--- src/rtl/hevcaub_pkg.sv ---
// Shared constants, types and helpers for the access unit boundary finder.
// Depends on nothing; used by hevcaub_scan and the top level.
package hevcaub_pkg;

   localparam int OFFSET_BITS = 24;
   localparam int FIELD_BITS  = 24;
   localparam int WIN_BYTES   = 4;
   localparam int RSP_BITS    = 56;
   localparam int PAD_BITS    = RSP_BITS - 2 - 2 * FIELD_BITS;

   localparam logic [2:0] SKIP_RESET = 3'd5;
   localparam logic [2:0] SKIP_CODE  = 3'd4;

   localparam logic [5:0] NAL_VPS     = 6'h20;
   localparam logic [5:0] NAL_SPS     = 6'h21;
   localparam logic [5:0] NAL_PPS     = 6'h22;
   localparam logic [5:0] NAL_SEI     = 6'h27;
   localparam logic [5:0] NAL_VCL_MAX = 6'h15;

   localparam logic [1:0] STATUS_FRAME = 2'd0;
   localparam logic [1:0] STATUS_OPEN  = 2'd1;
   localparam logic [1:0] STATUS_NONE  = 2'd2;

   typedef struct packed {
      logic step;
      logic clear;
      logic armed;
   } scan_ctl_type;

   typedef struct packed {
      logic hit;
      logic four;
   } code_type;

   function automatic logic [5:0] nal_type(input logic [7:0] header);
      nal_type = header[6:1];
   endfunction

endpackage

--- src/rtl/hevcaub_scan.sv ---
// Start code scanner: byte history and skip counter, flags a matched code.
// Depends on hevcaub_pkg.
module hevcaub_scan (
   input  logic                     clock,
   input  logic                     reset,
   input  logic [7:0]               stream_byte,
   input  hevcaub_pkg::scan_ctl_type ctl,
   output hevcaub_pkg::code_type    code
);

   logic [7:0] window_ff [hevcaub_pkg::WIN_BYTES];
   logic [7:0] window_in [hevcaub_pkg::WIN_BYTES];
   logic [2:0] skip_ff;
   logic [2:0] skip_in;
   logic [2:0] skip_dec;
   logic       four;
   logic       three;

   always_comb begin
      skip_dec = (skip_ff != 3'd0) ? skip_ff - 3'd1 : 3'd0;
      four  = (skip_dec == 3'd0) && (window_ff[0] == 8'h00) && (window_ff[1] == 8'h00)
              && (window_ff[2] == 8'h00) && (window_ff[3] == 8'h01);
      three = (skip_dec <= 3'd1) && (window_ff[1] == 8'h00) && (window_ff[2] == 8'h00)
              && (window_ff[3] == 8'h01);
      code.hit  = ctl.armed && (four || three);
      code.four = four;
   end

   always_comb begin
      window_in = window_ff;
      skip_in   = skip_ff;
      if (ctl.step) begin
         if (ctl.clear) begin
            for (int k = 0; k < hevcaub_pkg::WIN_BYTES; k++) begin
               window_in[k] = 8'h00;
            end
            skip_in = hevcaub_pkg::SKIP_RESET;
         end else begin
            for (int k = 0; k < hevcaub_pkg::WIN_BYTES - 1; k++) begin
               window_in[k] = window_ff[k + 1];
            end
            window_in[hevcaub_pkg::WIN_BYTES - 1] = stream_byte;
            skip_in = code.hit ? hevcaub_pkg::SKIP_CODE : skip_dec;
         end
      end
   end

   always_ff @(posedge clock) begin
      if (reset) begin
         for (int k = 0; k < hevcaub_pkg::WIN_BYTES; k++) begin
            window_ff[k] <= 8'h00;
         end
         skip_ff <= hevcaub_pkg::SKIP_RESET;
      end else begin
         window_ff <= window_in;
         skip_ff   <= skip_in;
      end
   end

endmodule

--- src/rtl/hevc_access_unit_boundary_finder.sv ---
// A result word appears on rsp in the cycle after the req word that causes it is accepted.
// Throughput: one byte per cycle; req_tready drops only while a result waits unread.
// The single result register lets the next byte in as the pending result is taken.
// Reset (synchronous, active high) clears the scan state and mode; the last byte
// of each buffer also returns the scan state, but not the mode, to reset values.
// Depends on hevcaub_pkg and hevcaub_scan.
module hevc_access_unit_boundary_finder (
   input  logic        clock,
   input  logic        reset,
   input  logic        csr_wen,
   input  logic        csr_wdata,   // header_only_mode
   input  logic        req_tvalid,
   output logic        req_tready,
   input  logic [7:0]  req_tdata,   // [7:0] stream_byte
   input  logic        req_tlast,   // last_byte
   output logic        rsp_tvalid,
   input  logic        rsp_tready,
   output logic [55:0] rsp_tdata    // [1:0] status, [25:2] frame_start_offset,
                                    // [49:26] frame_length, [55:50] zero
);

   localparam int OB = hevcaub_pkg::OFFSET_BITS;
   localparam int FB = hevcaub_pkg::FIELD_BITS;

   logic                 mode_ff;
   logic [OB-1:0]        pos_ff, pos_in;
   logic [1:0]           pics_ff, pics_in;
   logic [1:0]           hdrs_ff, hdrs_in;
   logic [OB-1:0]        frame_begin_ff, frame_begin_in;
   logic                 sent_ff, sent_in;
   logic                 rsp_valid_ff, rsp_valid_in;
   logic [hevcaub_pkg::RSP_BITS-1:0] rsp_data_ff, rsp_data_in;

   hevcaub_pkg::scan_ctl_type scan_ctl;
   hevcaub_pkg::code_type     code;

   logic          accept;
   logic [5:0]    typ;
   logic          is_hdr;
   logic          is_vcl;
   logic [OB-1:0] code_start;
   logic [1:0]    pics_n;
   logic [1:0]    hdrs_n;
   logic [OB-1:0] begin_n;
   logic          done;
   logic          emit;
   logic [OB-1:0] frame_len;

   assign req_tready = !rsp_valid_ff || rsp_tready;
   assign accept     = req_tvalid && req_tready;
   assign rsp_tvalid = rsp_valid_ff;
   assign rsp_tdata  = rsp_data_ff;

   assign scan_ctl.step  = accept;
   assign scan_ctl.clear = req_tlast;
   assign scan_ctl.armed = !sent_ff;

   hevcaub_scan u_scan (
      .clock       (clock),
      .reset       (reset),
      .stream_byte (req_tdata),
      .ctl         (scan_ctl),
      .code        (code)
   );

   always_comb begin
      typ    = hevcaub_pkg::nal_type(req_tdata);
      is_hdr = (typ == hevcaub_pkg::NAL_VPS) || (typ == hevcaub_pkg::NAL_SPS)
               || (typ == hevcaub_pkg::NAL_PPS) || (typ == hevcaub_pkg::NAL_SEI);
      is_vcl = (typ <= hevcaub_pkg::NAL_VCL_MAX);
      code_start = pos_ff - (code.four ? OB'(4) : OB'(3));

      pics_n  = pics_ff;
      hdrs_n  = hdrs_ff;
      begin_n = frame_begin_ff;
      done    = 1'b0;
      if (code.hit) begin
         if (is_hdr) begin
            if (hdrs_ff != 2'd2) begin
               hdrs_n = hdrs_ff + 2'd1;
            end
            if ((pics_ff == 2'd0) && (hdrs_n == 2'd1)) begin
               begin_n = code_start;
            end
            if (pics_ff == 2'd1) begin
               pics_n = 2'd2;
            end
         end
         if (is_vcl) begin
            if (mode_ff) begin
               done = 1'b1;
            end else begin
               pics_n = pics_n + 2'd1;
               if ((pics_n == 2'd1) && (hdrs_n == 2'd0)) begin
                  begin_n = code_start;
               end
            end
         end
         if (pics_n[1]) begin
            done = 1'b1;
         end
      end
      frame_len = code_start - begin_n;
      emit      = accept && (done || (req_tlast && !sent_ff));

      if (done) begin
         rsp_data_in = {{hevcaub_pkg::PAD_BITS{1'b0}}, FB'(frame_len), FB'(begin_n),
                        hevcaub_pkg::STATUS_FRAME};
      end else begin
         rsp_data_in = {{hevcaub_pkg::PAD_BITS{1'b0}}, {(2 * FB){1'b0}},
                        (pics_n == 2'd1) ? hevcaub_pkg::STATUS_OPEN
                                         : hevcaub_pkg::STATUS_NONE};
      end
      rsp_valid_in = emit ? 1'b1 : (rsp_valid_ff && !rsp_tready);

      pos_in         = pos_ff;
      pics_in        = pics_ff;
      hdrs_in        = hdrs_ff;
      frame_begin_in = frame_begin_ff;
      sent_in        = sent_ff;
      if (accept) begin
         if (req_tlast) begin
            pos_in         = '0;
            pics_in        = 2'd0;
            hdrs_in        = 2'd0;
            frame_begin_in = '0;
            sent_in        = 1'b0;
         end else begin
            pos_in         = pos_ff + OB'(1);
            pics_in        = pics_n;
            hdrs_in        = hdrs_n;
            frame_begin_in = begin_n;
            sent_in        = sent_ff || done;
         end
      end
   end

   always_ff @(posedge clock) begin
      if (reset) begin
         mode_ff        <= 1'b0;
         pos_ff         <= '0;
         pics_ff        <= 2'd0;
         hdrs_ff        <= 2'd0;
         frame_begin_ff <= '0;
         sent_ff        <= 1'b0;
         rsp_valid_ff   <= 1'b0;
      end else begin
         if (csr_wen) begin
            mode_ff <= csr_wdata;
         end
         pos_ff         <= pos_in;
         pics_ff        <= pics_in;
         hdrs_ff        <= hdrs_in;
         frame_begin_ff <= frame_begin_in;
         sent_ff        <= sent_in;
         rsp_valid_ff   <= rsp_valid_in;
      end
   end

   always_ff @(posedge clock) begin
      if (emit) begin
         rsp_data_ff <= rsp_data_in;
      end
   end

endmodule

--- config.mk ---
export PLATFORM = sky130hd
export DESIGN_NAME = hevc_access_unit_boundary_finder
export DESIGN_NICKNAME = d
export VERILOG_FILES = /design/src/rtl/hevcaub_pkg.sv /design/src/rtl/hevcaub_scan.sv /design/src/rtl/hevc_access_unit_boundary_finder.sv
export SDC_FILE = /design/constraint.sdc
export NUM_CORES = 1
export LEC_CHECK = 0
export BUFFER_PORTS_ARGS = -buffer_cell sky130_fd_sc_hd__buf_2
export CELL_PAD_IN_SITES_DETAIL_PLACEMENT = 1
export CELL_PAD_IN_SITES_GLOBAL_PLACEMENT = 2
export CORE_ASPECT_RATIO = 1.2
export CORE_MARGIN = 5
export CORE_UTILIZATION = 33
export CTS_CLUSTER_DIAMETER = 150
export CTS_CLUSTER_SIZE = 12
export DETAILED_ROUTE_END_ITERATION = 6
export HOLD_SLACK_MARGIN = 0.15
export PLACE_DENSITY = 0.88
export SLEW_MARGIN = 40
export SYNTH_ARGS = -nofsm -noshare
export SYNTH_HDL_FRONTEND = slang
export SYNTH_SLANG_ARGS = --single-unit
--- constraint.sdc ---
create_clock -name clock -period 5.3 [get_ports clock]
set_clock_uncertainty 0.15 [all_clocks]
set_input_delay 0 -clock clock [delete_from_list [all_inputs] [get_ports clock]]
set_output_delay 0 -clock clock [all_outputs]
set_load 0.01 [all_outputs]
### Yosys cells after proc, flatten, opt, wreduce, memory -nomap -nowiden

Index checks and enable logic that the tools add are counted.

| cells by class | value |
|---|---|
| add/sub/neg operators | 6 |
| order comparisons | 2 |
| equal/unequal tests | 10 |
| muxes and demuxes | 35 |
| reductions and logical operators | 33 |

Operators by type and width:

| kind | number |
|---|---|
| 2-to-1 mux 24 bit | 8 |
| 2-to-1 mux 2 bit | 16 |
| 2-to-1 mux 32 bit | 1 |
| adder 24 x 1 -> 24 bit (second input constant) | 1 |
| == test 6 bit (second input constant) | 4 |
| zero test 8 bit | 3 |
| subtractor 24 bit | 1 |
| subtractor 24 x 3 -> 24 bit | 1 |
| logical AND 1 bit | 14 |
| 2-to-1 mux 3 bit | 4 |
| == test 2 x 1 -> 1 bit (second input constant) | 4 |
| == test 8 x 1 -> 1 bit (second input constant) | 1 |
| logical OR 1 bit | 7 |
| <= comparator 6 x 5 -> 1 bit (second input constant) | 1 |
| 2-to-1 mux 1 bit | 6 |
| adder 2 x 1 -> 2 bit (second input constant) | 2 |
| zero test 2 bit | 2 |
| <= comparator 3 x 1 -> 1 bit (second input constant) | 1 |
| zero test 1 bit | 3 |
| zero test 3 bit | 1 |
| nonzero test 3 bit | 1 |
| subtractor 3 x 1 -> 3 bit (second input constant) | 1 |
| != test 2 bit (second input constant) | 1 |
| AND reduction 2 bit | 1 |
| nonzero test 2 bit | 1 |

| word-level totals | value |
|---|---|
| register bits after elaboration | 146 |
| input bits | 15 |
| output and inout port bits | 58 |

### Logic depth before layout (Yosys ltp)

| logic depth | value |
|---|---|
| depth after elaboration | 19 |
| mapped depth | 24 |
| gate-level depth less buffers | 24 |

### Modules after synthesis

Synthesis repeated with hierarchy kept, for this count alone.

| second synthesis, totals | value |
|---|---|
| cell total of the unflattened synthesis | 827 |
| area, all modules | 7563.5 um^2 |

Modules (own cells, without submodules):

| module | instances | cells an instance | area an instance (um^2) | sequential area each (um^2) |
|---|---|---|---|---|
| hevc_access_unit_boundary_finder | 1 | 650 | 6068.3 | 2602.5 |
| hevcaub_scan | 1 | 177 | 1495.2 | 700.7 |

### Worst setup path after synthesis

No wires, ideal clock.

| timing path | value |
|---|---|
| kind | flip-flop to flip-flop |
| start point | register u_scan.skip_ff[0] |
| end point | register rsp_data_ff, in the netlist rsp_tdata[47] (data pin) |
| library setup time | 0.269 ns |
| data arrival time | 4.877 ns |
| data required time | 4.881 ns |
| path slack | 0.004 ns |
| cell stages (with the launch flop) | 24 |
| buffers on the path | 0 |
| period minus slack after synthesis | 5.296 ns |
| cell sequence | dfxtp_1 -> or2_2 -> inv_1 -> ha_1 -> a21oi_1 -> nand4b_1 -> ha_1 -> inv_1 -> fa_1 -> a21o_1 -> nor4_1 -> nand3b_1 -> xor2_1 -> nor2_1 -> a21oi_2 -> ha_1 -> a21oi_1 -> a21oi_1 -> o21a_1 -> o21a_1 -> a2111oi_0 -> nor2_1 -> a311oi_1 -> nor3_1 |

| between the ends | value |
|---|---|
| cells in the longest elaborated chain, start to end | 16 |
| elaborated cells on any way between the ends | 24 |
| classes of those cells | add/sub: 3; order compare: 1; mux: 9; reduce/logical: 11 |

Ends and longest elaborated chain:

| item | RTL line | source |
|---|---|---|
| start, declared | hevcaub_scan.sv:13 | `logic [2:0] skip_ff;` |
| start signal, assigned | hevcaub_scan.sv:53 | `skip_ff <= hevcaub_pkg::SKIP_RESET;` |
| start signal, assigned | hevcaub_scan.sv:56 | `skip_ff <= skip_in;` |
| subtractor 3 x 1 -> 3 bit or nonzero test 3 bit (tied branches) | hevcaub_scan.sv:20 | `skip_dec = (skip_ff != 3'd0) ? skip_ff - 3'd1 : 3'd0;` |
| 2-to-1 mux 3 bit (*) | hevcaub_scan.sv:20 |  |
| zero test 3 bit | hevcaub_scan.sv:21 | `four = (skip_dec == 3'd0) && (window_ff[0] == 8'h00) && (window_ff[1] == 8'h00)` |
| logical AND 1 bit (2 in series) | hevcaub_scan.sv:21 |  |
| logical AND 1 bit (2 in series) | hevcaub_scan.sv:22 | `&& (window_ff[2] == 8'h00) && (window_ff[3] == 8'h01);` |
| 2-to-1 mux 3 bit | hevc_access_unit_boundary_finder.sv:71 | `code_start = pos_ff - (code.four ? OB'(4) : OB'(3));` |
| subtractor 24 x 3 -> 24 bit | hevc_access_unit_boundary_finder.sv:71 |  |
| 2-to-1 mux 24 bit | hevc_access_unit_boundary_finder.sv:82 | `if ((pics_ff == 2'd0) && (hdrs_n == 2'd1)) begin` |
| 2-to-1 mux 24 bit | hevc_access_unit_boundary_finder.sv:78 | `if (is_hdr) begin` |
| 2-to-1 mux 24 bit | hevc_access_unit_boundary_finder.sv:94 | `if ((pics_n == 2'd1) && (hdrs_n == 2'd0)) begin` |
| 2-to-1 mux 24 bit | hevc_access_unit_boundary_finder.sv:90 | `if (mode_ff) begin` |
| 2-to-1 mux 24 bit | hevc_access_unit_boundary_finder.sv:89 | `if (is_vcl) begin` |
| 2-to-1 mux 24 bit | hevc_access_unit_boundary_finder.sv:77 | `if (code.hit) begin` |
| subtractor 24 bit | hevc_access_unit_boundary_finder.sv:103 | `frame_len = code_start - begin_n;` |
| end signal, assigned | hevc_access_unit_boundary_finder.sv:162 | `rsp_data_ff <= rsp_data_in;` |
| end, declared | hevc_access_unit_boundary_finder.sv:32 | `logic [hevcaub_pkg::RSP_BITS-1:0] rsp_data_ff, rsp_data_in;` |

Mark *: on every way between the ends. The rest lies on a longest branch, timed or not.
A chain may end at the register's enable or synchronous reset.

### Final worst setup path

| timing path | value |
|---|---|
| start point | register u_scan.skip_ff[1] |
| end point | register rsp_data_ff, in the netlist rsp_tdata[47] (data pin) |

Same word-level chain as after synthesis.

==> tab_implementation.tex <==
\begin{tabular}{lr}
\hline
Metric & Value \\
\hline
\multicolumn{2}{l}{\textbf{Synthesis}} \\
\quad Yosys warns & 0 \\
\quad Distinct cells, synth & 66 \\
\quad Cell taking the most area after synthesis & sky130\_fd\_sc\_hd\_\_dfxtp\_1 \\
\quad Area fraction of the dominant cell type after synthesis & 23.5\% \\
\quad Sequential share of the synthesized area & between 40 and 50\% \\
\quad Share of flip-flops with an asynchronous set or reset & 0\% \\
\quad Mapped cell area & 7660 sq um \\
\quad Main area contributors after synthesis & sky130\_fd\_sc\_hd\_\_dfxtp\_1 24\%, sky130\_fd\_sc\_hd\_\_edfxtp\_1 20\%, sky130\_fd\_sc\_hd\_\_nor2\_1 6.7\% \\
\quad Mapped Cells & 870 \\
\quad Synthesized area per cell & 8.80 sq um \\
\quad Count of flip-flops with a built-in enable after synthesis & 50 \\
\quad Predominant post-synthesis flop cell & sky130\_fd\_sc\_hd\_\_dfxtp\_1 \\
\quad FF+latch count, synth & 140 \\
\multicolumn{2}{l}{\textbf{Clock tree}} \\
\quad Number of sinks handled by clock tree synthesis & between 100 and 150 \\
\quad Root buffer cell & sky130\_fd\_sc\_hd\_\_clkbuf\_16 \\
\quad CTS tree & done \\
\quad Clock-pin slew on the worst setup and hold paths & 0.06 ns \\
\quad Clock latency of the later-clocked register in the worst-skew pair & 0.42 ns \\
\quad Number of clock buffers inserted by TritonCTS & 17 \\
\quad H-Tree Depth & 4 \\
\quad Maximum buffer depth of the clock tree & 2 \\
\multicolumn{2}{l}{\textbf{Worst setup path}} \\
\quad Crit path arrival time & roughly 5.2 ns \\
\quad Worst R2R End & rsp\_tdata[47] \\
\quad Maximum fanout count along the critical path & 15 \\
\quad Setup crit end kind & flop \\
\quad First element of the critical path & u\_scan.skip\_ff[1] \\
\quad Worst setup SP type & flop \\
\quad Worst r2r path cells & 18 \\
\quad Reg2Reg Setup Slack & 0.12 ns \\
\quad Last element of the critical path & rsp\_tdata[47] \\
\quad Launching point of the worst reg2reg path & u\_scan.skip\_ff[1] \\
\quad Critical path start-end classification & flop to flop \\
\quad Req. time, crit path & 5.30 ns \\
\multicolumn{2}{l}{\textbf{Layout}} \\
\quad Post-layout instance area & 9850 sq um \\
\quad Number of inserted diodes & 0 \\
\quad Synth-to-Final Area Change & 28.7\% \\
\quad Non-Filler Instances & around 1.3k \\
\quad Layout cell share with drive strength beyond 1 & 21.6\% \\
\quad Post-layout net count & 1038 \\
\multicolumn{2}{l}{\textbf{Timing}} \\
\quad Worst max-slew margin expressed relative to the limit & 46.8\% \\
\quad Slew at the pin with the worst max-slew slack & about 0.8 ns \\
\quad Max-slew violation count & 0 \\
\quad Peak clock frequency supported by timing & 0.193 GHz \\
\quad Minimum hold slack & around 0.30 ns \\
\quad Final Worst Setup Slack & 0.118 ns \\
\quad Final worst path period need & 5.18 ns \\
\quad Setup repair after global routing missed its margin & true \\
\quad Final Hold Fails & 0 \\
\quad Number of endpoints failing setup at the final stage & 0 \\
\quad Part of the cycle the worst path needs & 97.8\% \\
\multicolumn{2}{l}{\textbf{Drt}} \\
\quad Number of DRC markers in iteration 0 & 263 \\
\quad Via Count & 6716 \\
\quad Per-cell routed wire length & 16.9 um \\
\quad Average via count per standard cell & 5.10 \\
\quad Remaining routing DRC violations & 0 \\
\quad Post-DRT Antenna Nets & 0 \\
\quad Sum of routed wire length over all layers & approximately 22 mm \\
\quad Number of detailed-route iterations in the first pass & 4 \\
\multicolumn{2}{l}{\textbf{Global route}} \\
\quad Number of antenna violations at the first check in global routing & 0 \\
\quad Overflow left after global routing & 0 \\
\quad Largest net degree at the start of global routing & 67 \\
\quad Vias in the first global route & 7021 \\
\quad Overall routing resource usage & 16.8\% \\
\quad First-pass GRT wire length & 35.6 mm \\
\multicolumn{2}{l}{\textbf{Pwr}} \\
\quad Pleak & 0.00387 uW \\
\quad Peak ir drop on the vdd network & 0.245 mV \\
\quad Post-layout total power & roughly 2700 uW \\
\quad Power density relative to cell area & 269 nW/um\^{}2 \\
\multicolumn{2}{l}{\textbf{Run status}} \\
\quad Result of the run & finished, final reports clean \\
\multicolumn{2}{l}{\textbf{Floorplanning}} \\
\quad Initial standard-cell utilization of the core & 33.2\% \\
\quad Die Span X & 149 um \\
\quad I/O pin cnt & 73 \\
\quad Row Count & around 60 \\
\quad Die Y & between 150 and 200 um \\
\quad Standard cell core area & 23000 sq um \\
\quad Die Area & 26400 sq um \\
\multicolumn{2}{l}{\textbf{Placement}} \\
\quad Cell area reported after detailed placement & 8460 sq um \\
\quad Placer's final routability congestion estimate & about 0.85 \\
\quad Placed cell count & 1241 \\
\quad Quantity of I/O buffers inserted on ports & 66 \\
\quad Worst-case setup slack after placement & -0.414 ns \\
\quad Estimated wirelength of the detail-placed design & 15.1 mm \\
\multicolumn{2}{l}{\textbf{Run}} \\
\quad Max Cap Violations & 0 \\
\multicolumn{2}{l}{\textbf{Worst hold path}} \\
\quad Worst hold path class & primary input to flop \\
\hline
\end{tabular}
==> registers in the layout (all words and copies together) (netlist names) <==
signal	flops
frame_begin_ff	24
hdrs_ff	2
mode_ff	1
pics_ff	2
pos_ff	24
rsp_tdata	50
rsp_tvalid	1
sent_ff	1
u_scan.skip_ff	3
u_scan.window_ff	32
==> cells in the final DEF (no fill, tap or decap), drive strengths merged, types with 6 or more instances in the layout <==
| cell type | n |
|---|---|
| clkbuf | 20 |
| a21oi | 79 |
| edfxtp | 50 |
| nor4 | 10 |
| ha | 33 |
| nand3 | 16 |
| nor2 | 136 |
| a2bb2oi | 15 |
| nor3b | 6 |
| o21a | 9 |
| nor3 | 22 |
| nor2b | 8 |
| o21ai | 21 |
| and3 | 8 |
| xnor2 | 26 |
| buf | 119 |
| nand2b | 9 |
| dlygate4sd3 | 29 |
| nand3b | 34 |
| inv | 46 |
| and2 | 6 |
| conb | 6 |
| nand2 | 69 |
| nand4 | 8 |
| xor2 | 34 |
| a21o | 10 |
| dfxtp | 90 |
==> cells in the mapped netlist, types with 3 or more instances <==
| cell | number |
|---|---|
| sky130_fd_sc_hd__nor2_1 | 136 |
| sky130_fd_sc_hd__o22ai_1 | 3 |
| sky130_fd_sc_hd__nor2b_1 | 8 |
| sky130_fd_sc_hd__buf_2 | 5 |
| sky130_fd_sc_hd__clkbuf_1 | 36 |
| sky130_fd_sc_hd__nor3b_1 | 6 |
| sky130_fd_sc_hd__nand2b_1 | 9 |
| sky130_fd_sc_hd__a21oi_2 | 6 |
| sky130_fd_sc_hd__nand2_1 | 69 |
| sky130_fd_sc_hd__a21o_1 | 10 |
| sky130_fd_sc_hd__xor2_1 | 34 |
| sky130_fd_sc_hd__and2_1 | 5 |
| sky130_fd_sc_hd__or2_2 | 3 |
| sky130_fd_sc_hd__o211a_1 | 4 |
| sky130_fd_sc_hd__buf_4 | 6 |
| sky130_fd_sc_hd__o211ai_1 | 5 |
| sky130_fd_sc_hd__inv_1 | 43 |
| sky130_fd_sc_hd__nor4_1 | 10 |
| sky130_fd_sc_hd__a21oi_1 | 73 |
| sky130_fd_sc_hd__or3_1 | 4 |
| sky130_fd_sc_hd__a32oi_1 | 5 |
| sky130_fd_sc_hd__edfxtp_1 | 50 |
| sky130_fd_sc_hd__nand4_1 | 8 |
| sky130_fd_sc_hd__nand3_1 | 16 |
| sky130_fd_sc_hd__nand3b_1 | 34 |
| sky130_fd_sc_hd__o21ai_0 | 20 |
| sky130_fd_sc_hd__mux2i_1 | 4 |
| sky130_fd_sc_hd__ha_1 | 33 |
| sky130_fd_sc_hd__xnor2_1 | 26 |
| sky130_fd_sc_hd__nor3_1 | 22 |
| sky130_fd_sc_hd__a22oi_1 | 4 |
| sky130_fd_sc_hd__a211oi_1 | 3 |
| sky130_fd_sc_hd__a2bb2oi_1 | 15 |
| sky130_fd_sc_hd__o21bai_1 | 3 |
| sky130_fd_sc_hd__buf_1 | 6 |
| sky130_fd_sc_hd__or4_1 | 3 |
| sky130_fd_sc_hd__o21a_1 | 9 |
| sky130_fd_sc_hd__and3_1 | 8 |
| sky130_fd_sc_hd__dfxtp_1 | 90 |
==> how the worst min path moves through the flow <==
stage                                      to  cells after the start          from  slack [ns]
final                     u_scan.window_ff[4]                      4  req_tdata[4]        0.30
after global routing      u_scan.window_ff[4]                      4  req_tdata[4]        0.33
after CTS                 u_scan.window_ff[4]                      4  req_tdata[4]        0.29
after detailed placement              mode_ff                      3     csr_wdata         0.1
after global placement                mode_ff                      3     csr_wdata         0.1
after floorplan                       mode_ff                      2     csr_wdata      -0.003
==> layer usage <==
metal  part of all wire (%)  GRT usage [%]  wire length (um)  up-vias
li1                       -              -                 -     3276
met1                     42           19.6              9440     3300
met2                     53           30.9             11800      111
met3                    2.7           2.74               602       29
met4                    1.9           5.76               426        0
met5                      0              0                 0        -
==> critical path, cell delays in order, from the launching register on <==
cell,delay (ns)
sky130_fd_sc_hd__dfxtp_4,0.36
sky130_fd_sc_hd__or2_4,0.27
sky130_fd_sc_hd__inv_1,0.09
sky130_fd_sc_hd__ha_2,0.20
sky130_fd_sc_hd__nand2b_1,0.08
sky130_fd_sc_hd__a21oi_1,0.26
sky130_fd_sc_hd__or4b_2,0.67
sky130_fd_sc_hd__or2_4,0.33
sky130_fd_sc_hd__buf_4,0.22
sky130_fd_sc_hd__a21oi_2,0.22
sky130_fd_sc_hd__ha_4,0.24
sky130_fd_sc_hd__a21o_1,0.20
sky130_fd_sc_hd__o41a_1,0.42
sky130_fd_sc_hd__o21a_1,0.26
sky130_fd_sc_hd__a2111oi_4,0.37
sky130_fd_sc_hd__buf_4,0.19
sky130_fd_sc_hd__nor2_2,0.04
sky130_fd_sc_hd__a311oi_1,0.25
sky130_fd_sc_hd__nor3_1,0.07
==> final cells by class <==
| type | count | area, sq um |
|---|---|---|
| clock buffer | 20 | 468 |
| timing repair buffer | 148 | 1030 |
| tap | 315 | 394 |
| inverter | 43 | 164 |
| sequential | 140 | 3310 |
| clock inverter | 12 | 183 |
| fill | 2713 | 13200 |
| multi-input combinational | 638 | 4310 |
==> cells by family (layout without fill, tap and decap cells) <==
group                      after synthesis  in the layout  synth area share [%]
DFF                                    140            140                  43.1
xor gates and xnor gates                60             60                  6.86
adders and majority gates               35             35                  5.91
and+or+nand+nor                        353            353                  22.7
muxes                                    4              4                 0.523
buffers and inverters                   97            223                  5.23
AOI/OAI and AO/OA                      180            180                  15.6
other                                    1              6                0.0490
==> power breakdown <==
group	total [uW]	switching (uW)	leakage, uW	internal (uW)
sequential	1140	11.6	0.00122	1130
combinational	190	114	0.00233	75.2
clock	1320	490	0.000320	834
==> stage by stage <==
| step | utilization [%] | setup TNS (ns) |
|---|---|---|
| floorplan | - | 0 |
| global placement | 36.7 | -0.202 |
| detailed placement | 36.7 | -1.24 |
| CTS | 41.7 | 0 |
| global route | 42.7 | -0.613 |
| finish | 42.7 | 0 |
==> repair_timing <==
item | 4_1_cts | 5_1_grt
endpoints found under the hold margin | 64 | 0
cloned | 0 | 0
resized for setup | 35 | 37
buffers inserted | 7 | 9
hold buffers | 29 | 0
endpoints found under the setup margin | 6 | 8
pin swaps | 14 | 21
No activity file was read; power rests on OpenSTA's default activity.
